### config.mk
export PLATFORM = sky130hd
export DESIGN_NAME = block_transposition_cipher
export DESIGN_NICKNAME = d
export VERILOG_FILES = /design/src/blktc_pkg.sv /design/src/blktc_ctrl.sv /design/src/blktc_datapath.sv /design/src/block_transposition_cipher.sv
export SDC_FILE = /design/constraint.sdc
export NUM_CORES = 1
export LEC_CHECK = 0
export BUFFER_PORTS_ARGS = -buffer_cell sky130_fd_sc_hd__buf_2
export CAP_MARGIN = 20
export CORE_ASPECT_RATIO = 1.25
export CORE_UTILIZATION = 30
export CTS_CLUSTER_SIZE = 28
export DETAILED_ROUTE_END_ITERATION = 10
export SKIP_CTS_REPAIR_TIMING = 1
export SKIP_LAST_GASP = 1
export SYNTH_ARGS = -nofsm -noshare
export SYNTH_HDL_FRONTEND = slang
export SYNTH_SLANG_ARGS = --single-unit
export TNS_END_PERCENT = 5
### constraint.sdc
create_clock -name clk -period 4.9 [get_ports clk]
set_input_delay 1.225 -clock clk [delete_from_list [all_inputs] [get_ports clk]]
set_output_delay 1.225 -clock clk [all_outputs]
set_load 0.01 [all_outputs]
### src/blktc_pkg.sv
// blktc_pkg: constants, register codes and controller/datapath interface types
// for the block transposition cipher. No dependencies.
package blktc_pkg;

	localparam int ENTRY_BITS  = 3;
	localparam int NUM_ENTRIES = 8;
	localparam int PERM_BITS   = ENTRY_BITS * NUM_ENTRIES;
	localparam int KEYLEN_BITS = 4;

	localparam logic [7:0] PAD_CHAR = 8'h20;

	localparam logic [1:0] REG_KEY_LENGTH   = 2'd0;
	localparam logic [1:0] REG_PERMUTATION  = 2'd1;
	localparam logic [1:0] REG_DECRYPT_MODE = 2'd2;

	localparam logic [KEYLEN_BITS-1:0] KEY_LENGTH_RESET  = 4'd8;
	localparam logic [PERM_BITS-1:0]   PERMUTATION_RESET = 24'hFAC688;

	typedef struct packed {
		logic store;
		logic close;
		logic emit;
	} ctrl_cmd_t;

	typedef struct packed {
		logic block_done;
		logic pos_last;
		logic out_free;
	} dp_status_t;

endpackage

### src/blktc_ctrl.sv
// blktc_ctrl: fill/emit state machine of the block transposition cipher.
// Depends on blktc_pkg for the command and status types.
module blktc_ctrl (
	input  logic                  clk,
	input  logic                  arst_n,
	input  logic                  in_valid,
	output logic                  in_ready,
	input  blktc_pkg::dp_status_t status,
	output blktc_pkg::ctrl_cmd_t  cmd
);

	localparam logic ST_FILL = 1'b0;
	localparam logic ST_EMIT = 1'b1;

	logic state_q;
	logic state_d;

	assign in_ready  = (state_q == ST_FILL);
	assign cmd.store = in_valid && in_ready;
	assign cmd.close = cmd.store && status.block_done;
	assign cmd.emit  = (state_q == ST_EMIT) && status.out_free;

	always_comb begin
		state_d = state_q;
		case (state_q)
			ST_FILL: begin
				if (cmd.close) state_d = ST_EMIT;
			end
			ST_EMIT: begin
				if (cmd.emit && status.pos_last) state_d = ST_FILL;
			end
			default: state_d = ST_FILL;
		endcase
	end

	always_ff @(posedge clk or negedge arst_n) begin
		if (!arst_n) begin
			state_q <= ST_FILL;
		end else begin
			state_q <= state_d;
		end
	end

	a_close_to_emit: assert property (@(posedge clk) disable iff (!arst_n)
		cmd.close |=> (state_q == ST_EMIT))
		else $error("closed block did not start emitting");

endmodule

### src/blktc_datapath.sv
// blktc_datapath: block buffer, fill and position counters, permutation lookup
// and output register. Depends on blktc_pkg.
module blktc_datapath #(
	parameter int MAX_KEY     = 8,
	parameter int SYMBOL_BITS = 16,
	parameter int CW          = $clog2(MAX_KEY + 1)
) (
	input  logic                             clk,
	input  logic                             arst_n,
	input  blktc_pkg::ctrl_cmd_t             cmd,
	output blktc_pkg::dp_status_t            status,
	input  logic [SYMBOL_BITS-1:0]           symbol,
	input  logic                             text_end,
	input  logic [CW-1:0]                    key_len,
	input  logic [blktc_pkg::PERM_BITS-1:0]  permutation,
	input  logic                             decrypt,
	input  logic                             out_ready,
	output logic                             out_valid,
	output logic [SYMBOL_BITS-1:0]           out_symbol,
	output logic                             block_end,
	output logic                             stream_end
);

	localparam int IW = $clog2(MAX_KEY);
	localparam int SW = (IW > blktc_pkg::ENTRY_BITS) ? IW : blktc_pkg::ENTRY_BITS;

	logic [SYMBOL_BITS-1:0] blk_q [MAX_KEY];
	logic [CW-1:0] fill_q;
	logic [IW-1:0] pos_q;
	logic [CW-1:0] n_q;
	logic          last_q;
	logic          out_valid_q;
	logic [SYMBOL_BITS-1:0] out_symbol_q;
	logic          block_end_q;
	logic          stream_end_q;

	logic [CW-1:0] fill_next;
	logic [CW-1:0] n_next;
	logic [blktc_pkg::ENTRY_BITS-1:0] entry [MAX_KEY];
	logic [SW-1:0] src;
	logic          found;
	logic          take;
	logic [SYMBOL_BITS-1:0] next_sym;

	for (genvar j = 0; j < MAX_KEY; j++) begin : g_entry
		if (j < blktc_pkg::NUM_ENTRIES) begin : g_reg
			assign entry[j] = permutation[blktc_pkg::ENTRY_BITS*j +: blktc_pkg::ENTRY_BITS];
		end else begin : g_zero
			assign entry[j] = '0;
		end
	end

	assign fill_next = fill_q + CW'(1);
	assign n_next    = (fill_next < key_len) ? fill_next : key_len;

	assign status.block_done = (fill_next >= key_len) || text_end;
	assign status.pos_last   = ((CW'(pos_q) + CW'(1)) == key_len);
	assign status.out_free   = !out_valid_q || out_ready;

	// decrypt: first position whose entry names this output
	always_comb begin
		src   = '0;
		found = 1'b0;
		if (decrypt) begin
			for (int j = MAX_KEY - 1; j >= 0; j--) begin
				if ((32'(j) < 32'(key_len)) && (SW'(entry[j]) == SW'(pos_q))) begin
					found = 1'b1;
					src   = SW'(j);
				end
			end
		end else begin
			src   = SW'(entry[pos_q]);
			found = 1'b1;
		end
	end

	// past the held count the block is padding
	assign take     = found && (32'(src) < 32'(n_q));
	assign next_sym = take ? blk_q[src[IW-1:0]] : SYMBOL_BITS'(blktc_pkg::PAD_CHAR);

	always_ff @(posedge clk or negedge arst_n) begin
		if (!arst_n) begin
			fill_q      <= '0;
			pos_q       <= '0;
			out_valid_q <= 1'b0;
		end else begin
			if (cmd.store) begin
				fill_q <= cmd.close ? '0 : fill_next;
			end
			if (cmd.close) begin
				pos_q <= '0;
			end else if (cmd.emit) begin
				pos_q <= pos_q + IW'(1);
			end
			if (cmd.emit) begin
				out_valid_q <= 1'b1;
			end else if (out_ready) begin
				out_valid_q <= 1'b0;
			end
		end
	end

	always_ff @(posedge clk) begin
		if (cmd.store && (fill_q < CW'(MAX_KEY))) begin
			blk_q[fill_q[IW-1:0]] <= symbol;
		end
		if (cmd.close) begin
			n_q    <= n_next;
			last_q <= text_end;
		end
		if (cmd.emit) begin
			out_symbol_q <= next_sym;
			block_end_q  <= status.pos_last;
			stream_end_q <= status.pos_last && last_q;
		end
	end

	assign out_valid  = out_valid_q;
	assign out_symbol = out_symbol_q;
	assign block_end  = block_end_q;
	assign stream_end = stream_end_q;

	a_fill_bound: assert property (@(posedge clk) disable iff (!arst_n)
		fill_q <= CW'(MAX_KEY))
		else $error("fill count beyond block buffer");

	a_emit_pos: assert property (@(posedge clk) disable iff (!arst_n)
		cmd.emit |-> (CW'(pos_q) < key_len))
		else $error("emit position beyond key length");

	a_stream_end: assert property (@(posedge clk) disable iff (!arst_n)
		(out_valid && stream_end) |-> block_end)
		else $error("stream end without block end");

endmodule

### src/block_transposition_cipher.sv
// Block transposition cipher. Symbols are taken one a cycle into a block buffer
// until key_length are held or a symbol marked text_end arrives; the block is
// then given out, one result a cycle while the output is not stalled, as key_length
// permuted symbols (a part block is padded with spaces), and no input is taken while
// it is given out. Fill and emit share the one block buffer, so a new block is
// taken only after the last one is given out. Registers: key_length at 0x0,
// permutation at 0x4, decrypt_mode at 0x8; write them only while the block is idle.
module block_transposition_cipher #(
	parameter int MAX_KEY     = 8,
	parameter int SYMBOL_BITS = 16
) (
	input  logic                   clk,
	input  logic                   arst_n,
	input  logic                   psel,
	input  logic                   penable,
	input  logic                   pwrite,
	input  logic [3:0]             paddr,
	input  logic [31:0]            pwdata,
	output logic [31:0]            prdata,
	output logic                   pready,
	input  logic                   in_valid,
	output logic                   in_ready,
	input  logic [SYMBOL_BITS-1:0] symbol,
	input  logic                   text_end,
	output logic                   out_valid,
	input  logic                   out_ready,
	output logic [SYMBOL_BITS-1:0] out_symbol,
	output logic                   block_end,
	output logic                   stream_end
);

	localparam int CW = $clog2(MAX_KEY + 1);

	logic [blktc_pkg::KEYLEN_BITS-1:0] key_length_q;
	logic [blktc_pkg::PERM_BITS-1:0]   permutation_q;
	logic                              decrypt_mode_q;
	logic                              wr_en;
	logic [1:0]                        reg_idx;
	logic [31:0]                       kl_ext;
	logic [CW-1:0]                     key_len;

	blktc_pkg::ctrl_cmd_t  cmd;
	blktc_pkg::dp_status_t status;

	assign pready  = 1'b1;
	assign reg_idx = paddr[3:2];
	assign wr_en   = psel && penable && pwrite && pready;

	always_ff @(posedge clk or negedge arst_n) begin
		if (!arst_n) begin
			key_length_q   <= blktc_pkg::KEY_LENGTH_RESET;
			permutation_q  <= blktc_pkg::PERMUTATION_RESET;
			decrypt_mode_q <= 1'b0;
		end else if (wr_en) begin
			case (reg_idx)
				blktc_pkg::REG_KEY_LENGTH:
					key_length_q <= pwdata[blktc_pkg::KEYLEN_BITS-1:0];
				blktc_pkg::REG_PERMUTATION:
					permutation_q <= pwdata[blktc_pkg::PERM_BITS-1:0];
				blktc_pkg::REG_DECRYPT_MODE:
					decrypt_mode_q <= pwdata[0];
				default: ;
			endcase
		end
	end

	always_comb begin
		case (reg_idx)
			blktc_pkg::REG_KEY_LENGTH:   prdata = 32'(key_length_q);
			blktc_pkg::REG_PERMUTATION:  prdata = 32'(permutation_q);
			blktc_pkg::REG_DECRYPT_MODE: prdata = 32'(decrypt_mode_q);
			default:                     prdata = '0;
		endcase
	end

	// clamp key length to 2..MAX_KEY
	always_comb begin
		kl_ext = 32'(key_length_q);
		if (kl_ext < 32'd2) begin
			kl_ext = 32'd2;
		end else if (kl_ext > 32'(MAX_KEY)) begin
			kl_ext = 32'(MAX_KEY);
		end
	end
	assign key_len = kl_ext[CW-1:0];

	blktc_ctrl u_ctrl (
		.clk      (clk),
		.arst_n   (arst_n),
		.in_valid (in_valid),
		.in_ready (in_ready),
		.status   (status),
		.cmd      (cmd)
	);

	blktc_datapath #(
		.MAX_KEY     (MAX_KEY),
		.SYMBOL_BITS (SYMBOL_BITS),
		.CW          (CW)
	) u_datapath (
		.clk         (clk),
		.arst_n      (arst_n),
		.cmd         (cmd),
		.status      (status),
		.symbol      (symbol),
		.text_end    (text_end),
		.key_len     (key_len),
		.permutation (permutation_q),
		.decrypt     (decrypt_mode_q),
		.out_ready   (out_ready),
		.out_valid   (out_valid),
		.out_symbol  (out_symbol),
		.block_end   (block_end),
		.stream_end  (stream_end)
	);

endmodule

==> results.ini <==
[run_status]
status = finished, violations left
violations = DRC

[global_routing]
grt_max_degree = 39
antenna_found_initial = 0
grt_pass1_vias = 4826
grt_remaining_overflow = 0
grt_pass1_wl_mm = 27.0
grt_use_total_pct = 12.4

[power]
power.total_mw = 5.83
p_leak_nw = 3.74
power_per_cell_area_nw_per_um2 = 590
ir_drop_v = 0.000261

[sta]
slew_viol_final = 0
max_slew.worst_pin.slew_ns = 1.04
maxSlewHeadroom_pct = 30.7
finalCritPeriodShare_pct = 85.9
hold_viol = 0
setup_viol = 0
worst_clock_skew_ns = 0.00955
fin_tns_setup_ns = 0
rsz0062_at_grt = false
fin_crit_ns = 4.21
fmax_mhz = 238

[placed_design]
dp.final_hpwl_mm = 11.1
io_buffer_count = 93
place_congestion = 0.799

[logic_synthesis]
synthTopCellsByArea = edfxtp_1 54%, mux2i_1 7.7%, dfrtp_1 7.4%
ys_seq_elements = 189
post-synth-top-area-cell = edfxtp_1
synth_top_area_share_pct = 53.7
postSynthCellCount = 574
async_reset_ff_share_pct = 20.1
yosysWarnings = 0
synth.most_common_cell = edfxtp_1
synth_area_per_cell_um2 = 14.7
syn_area_um2 = 8440
synth_ff_type = edfxtp_1
synth_commonest_cells = 151 x edfxtp_1, 65 x mux2i_1, 32 x mux2_2, 32 x o22ai_1, 29 x nand2_1
synth-edff-count = 151
ys_types = 49
yosysSeqAreaShare_pct = 65.2

[routing]
drt-pass1-iter-count = 8
drtIter0Drc = 330
wirelength_mm = 17.2
wire_per_inst_um = 16.7
vias = 4727
antenna_left = 0
routed_via_density = 4.58
drc_errors = 13

[die]
start_util_pct = 30.5
rows = 68
io_pins = 113
die_area_um2 = 28800
die_w_um = 152
die_y_um = 190
core_um2 = 27700

[critical_path]
worstPathCellList = xor2_1, a2111oi_1, nor2_1, a31oi_1, a31oi_1, ha_1, and3b_1, o2bb2ai_1, a31o_2, or3b_1, o22ai_1, nor2_1
r2r_slack_ns = 0.69
cp-end-kind = flip-flop
slowest_delay_ns = 0.73
crit_path_start_kind = flip-flop
path_max_fanout = 16
crit_type = reg2reg
cp.arrival_ns = 4.38
slowest_stage = dfrtp_1
critPathRequiredTime_ns = 5.08

[job]
cap_viol_max_count = 0

[cts]
cts.sinks = 189
worstSkewPairLatency_ns = 0.42
cts_tree = done
clk_path_buf_depth = 2
htree_levels = 4
cts_buffers = 17
cts_root_buf = clkbuf_16
clk_pin_slew_worst_paths_ns = 0.07

[finish]
insertedDiodeCount = 0
seq_area_um2 = 5500
fill_cells = 2592
multi_input_area_um2 = 2690
layout-drive-gt1-share_pct = 29.3
area_growth_pct = 17.0
final_nets = 738

[hold_path]
min_path_type = reg2reg

critical path, delay by kind of cell, from the launching register on:
| family | cells | cell delay, ns |
|---|---|---|
| AO/OA/AOI/OAI | 6 | 1.69 |
| XOR/XNOR | 1 | 0.14 |
| adder cells (fa/ha/maj) | 1 | 0.33 |
| flip-flops | 1 | 0.73 |
| AND/OR/NAND/NOR | 4 | 1.07 |
routing by layer:
metal  wire, um  GRT usage [%]  vias to the layer above  share of wire [%]
met3        812           3.21                       11                4.7
met2       8840           22.0                      118                 51
met4        185           3.30                        0                1.1
li1           -              -                     2311                  -
met1       7390           14.8                     2287                 43
met5          0              0                        -                  0
registers in the layout (all words and copies together), names as in the netlist:
register,flops
key_length_q,4
u_datapath.pos_q,3
u_ctrl.state_q,1
u_datapath.n_q,4
u_datapath.out_valid,1
u_datapath.last_q,1
u_datapath.blk_q,128
u_datapath.stream_end,1
u_datapath.out_symbol,16
u_datapath.fill_q,4
decrypt_mode_q,1
u_datapath.block_end,1
permutation_q,24
final timing paths:
path / from / to / depth (start not counted)
worst min register to register: u_datapath.last_q / u_datapath.stream_end / 1
min in group asynchronous: arst_n / permutation_q[13] / 1
worst min-delay path: u_datapath.last_q / u_datapath.stream_end / 1
worst max register to register: u_datapath.pos_q[2] / u_datapath.out_symbol[5] / 12
max in group asynchronous: arst_n / permutation_q[0] / 1
worst max-delay path: u_datapath.pos_q[2] / u_datapath.out_symbol[5] / 12
metrics by stage:
stage	hold WS, ns	cells	area, um2	setup slack [ns]	util (%)
after global routing	0.561	1033	9870	0.254	35.7
after floorplan	0.494	581	8470	1.29	-
final	0.522	1033	9870	0.690	35.7
after global placement	0.503	1001	9250	0.666	33.5
after detailed placement	0.503	1001	9250	0.645	33.5
after CTS	0.522	1033	9870	0.635	35.7
cell families after synthesis:
| family | share of synthesized area (%) |
|---|---|
| flip-flops | 65.2 |
| AND/OR/NAND/NOR | 7.62 |
| multiplexers | 13.6 |
| AO/OA/AOI/OAI | 5.37 |
| buffers and inverters | 3.62 |
| XOR/XNOR | 3.32 |
| adder cells (fa/ha/maj) | 1.19 |
| other | 0.0890 |
area by class of cell:
class,instances,share of cell area (%)
inverters,13,0.494
clock inverters,15,1.96
clock buffers,17,4.31
flip-flops and latches,189,55.7
multi-input cells,343,27.2
well taps,350,4.44
repair buffers,106,5.83
cells in the final DEF, fill, tap and decap left out, types with 2 or more instances in the layout:
master	count
edfxtp_1	151
buf_2	93
mux2i_1	65
o22ai_1	32
mux2_2	32
nand2_1	29
nor2_1	26
dfrtp_1	25
xor2_1	23
and2_1	21
clkbuf_16	17
or2_1	15
inv_1	13
o21ai_0	13
dfstp_2	13
buf_4	12
xnor2_1	9
conb_1	9
a21oi_1	8
ha_1	8
nor2b_1	5
mux4_2	5
clkinv_8	5
nor3_1	4
nand2b_1	4
nand3_1	3
inv_8	3
inv_6	3
or4_4	2
a2111oi_1	2
a31oi_1	2
a21o_1	2
nand3b_2	2
or3b_1	2
clkinv_4	2
power breakdown:
part | internal [mW] | switching, mW
clock | 0.739 | 0.661
sequential | 2.06 | 0.202
combinational | 0.986 | 1.18
total | 3.79 | 2.04
Note: power is estimated with default switching activity, not from simulation.
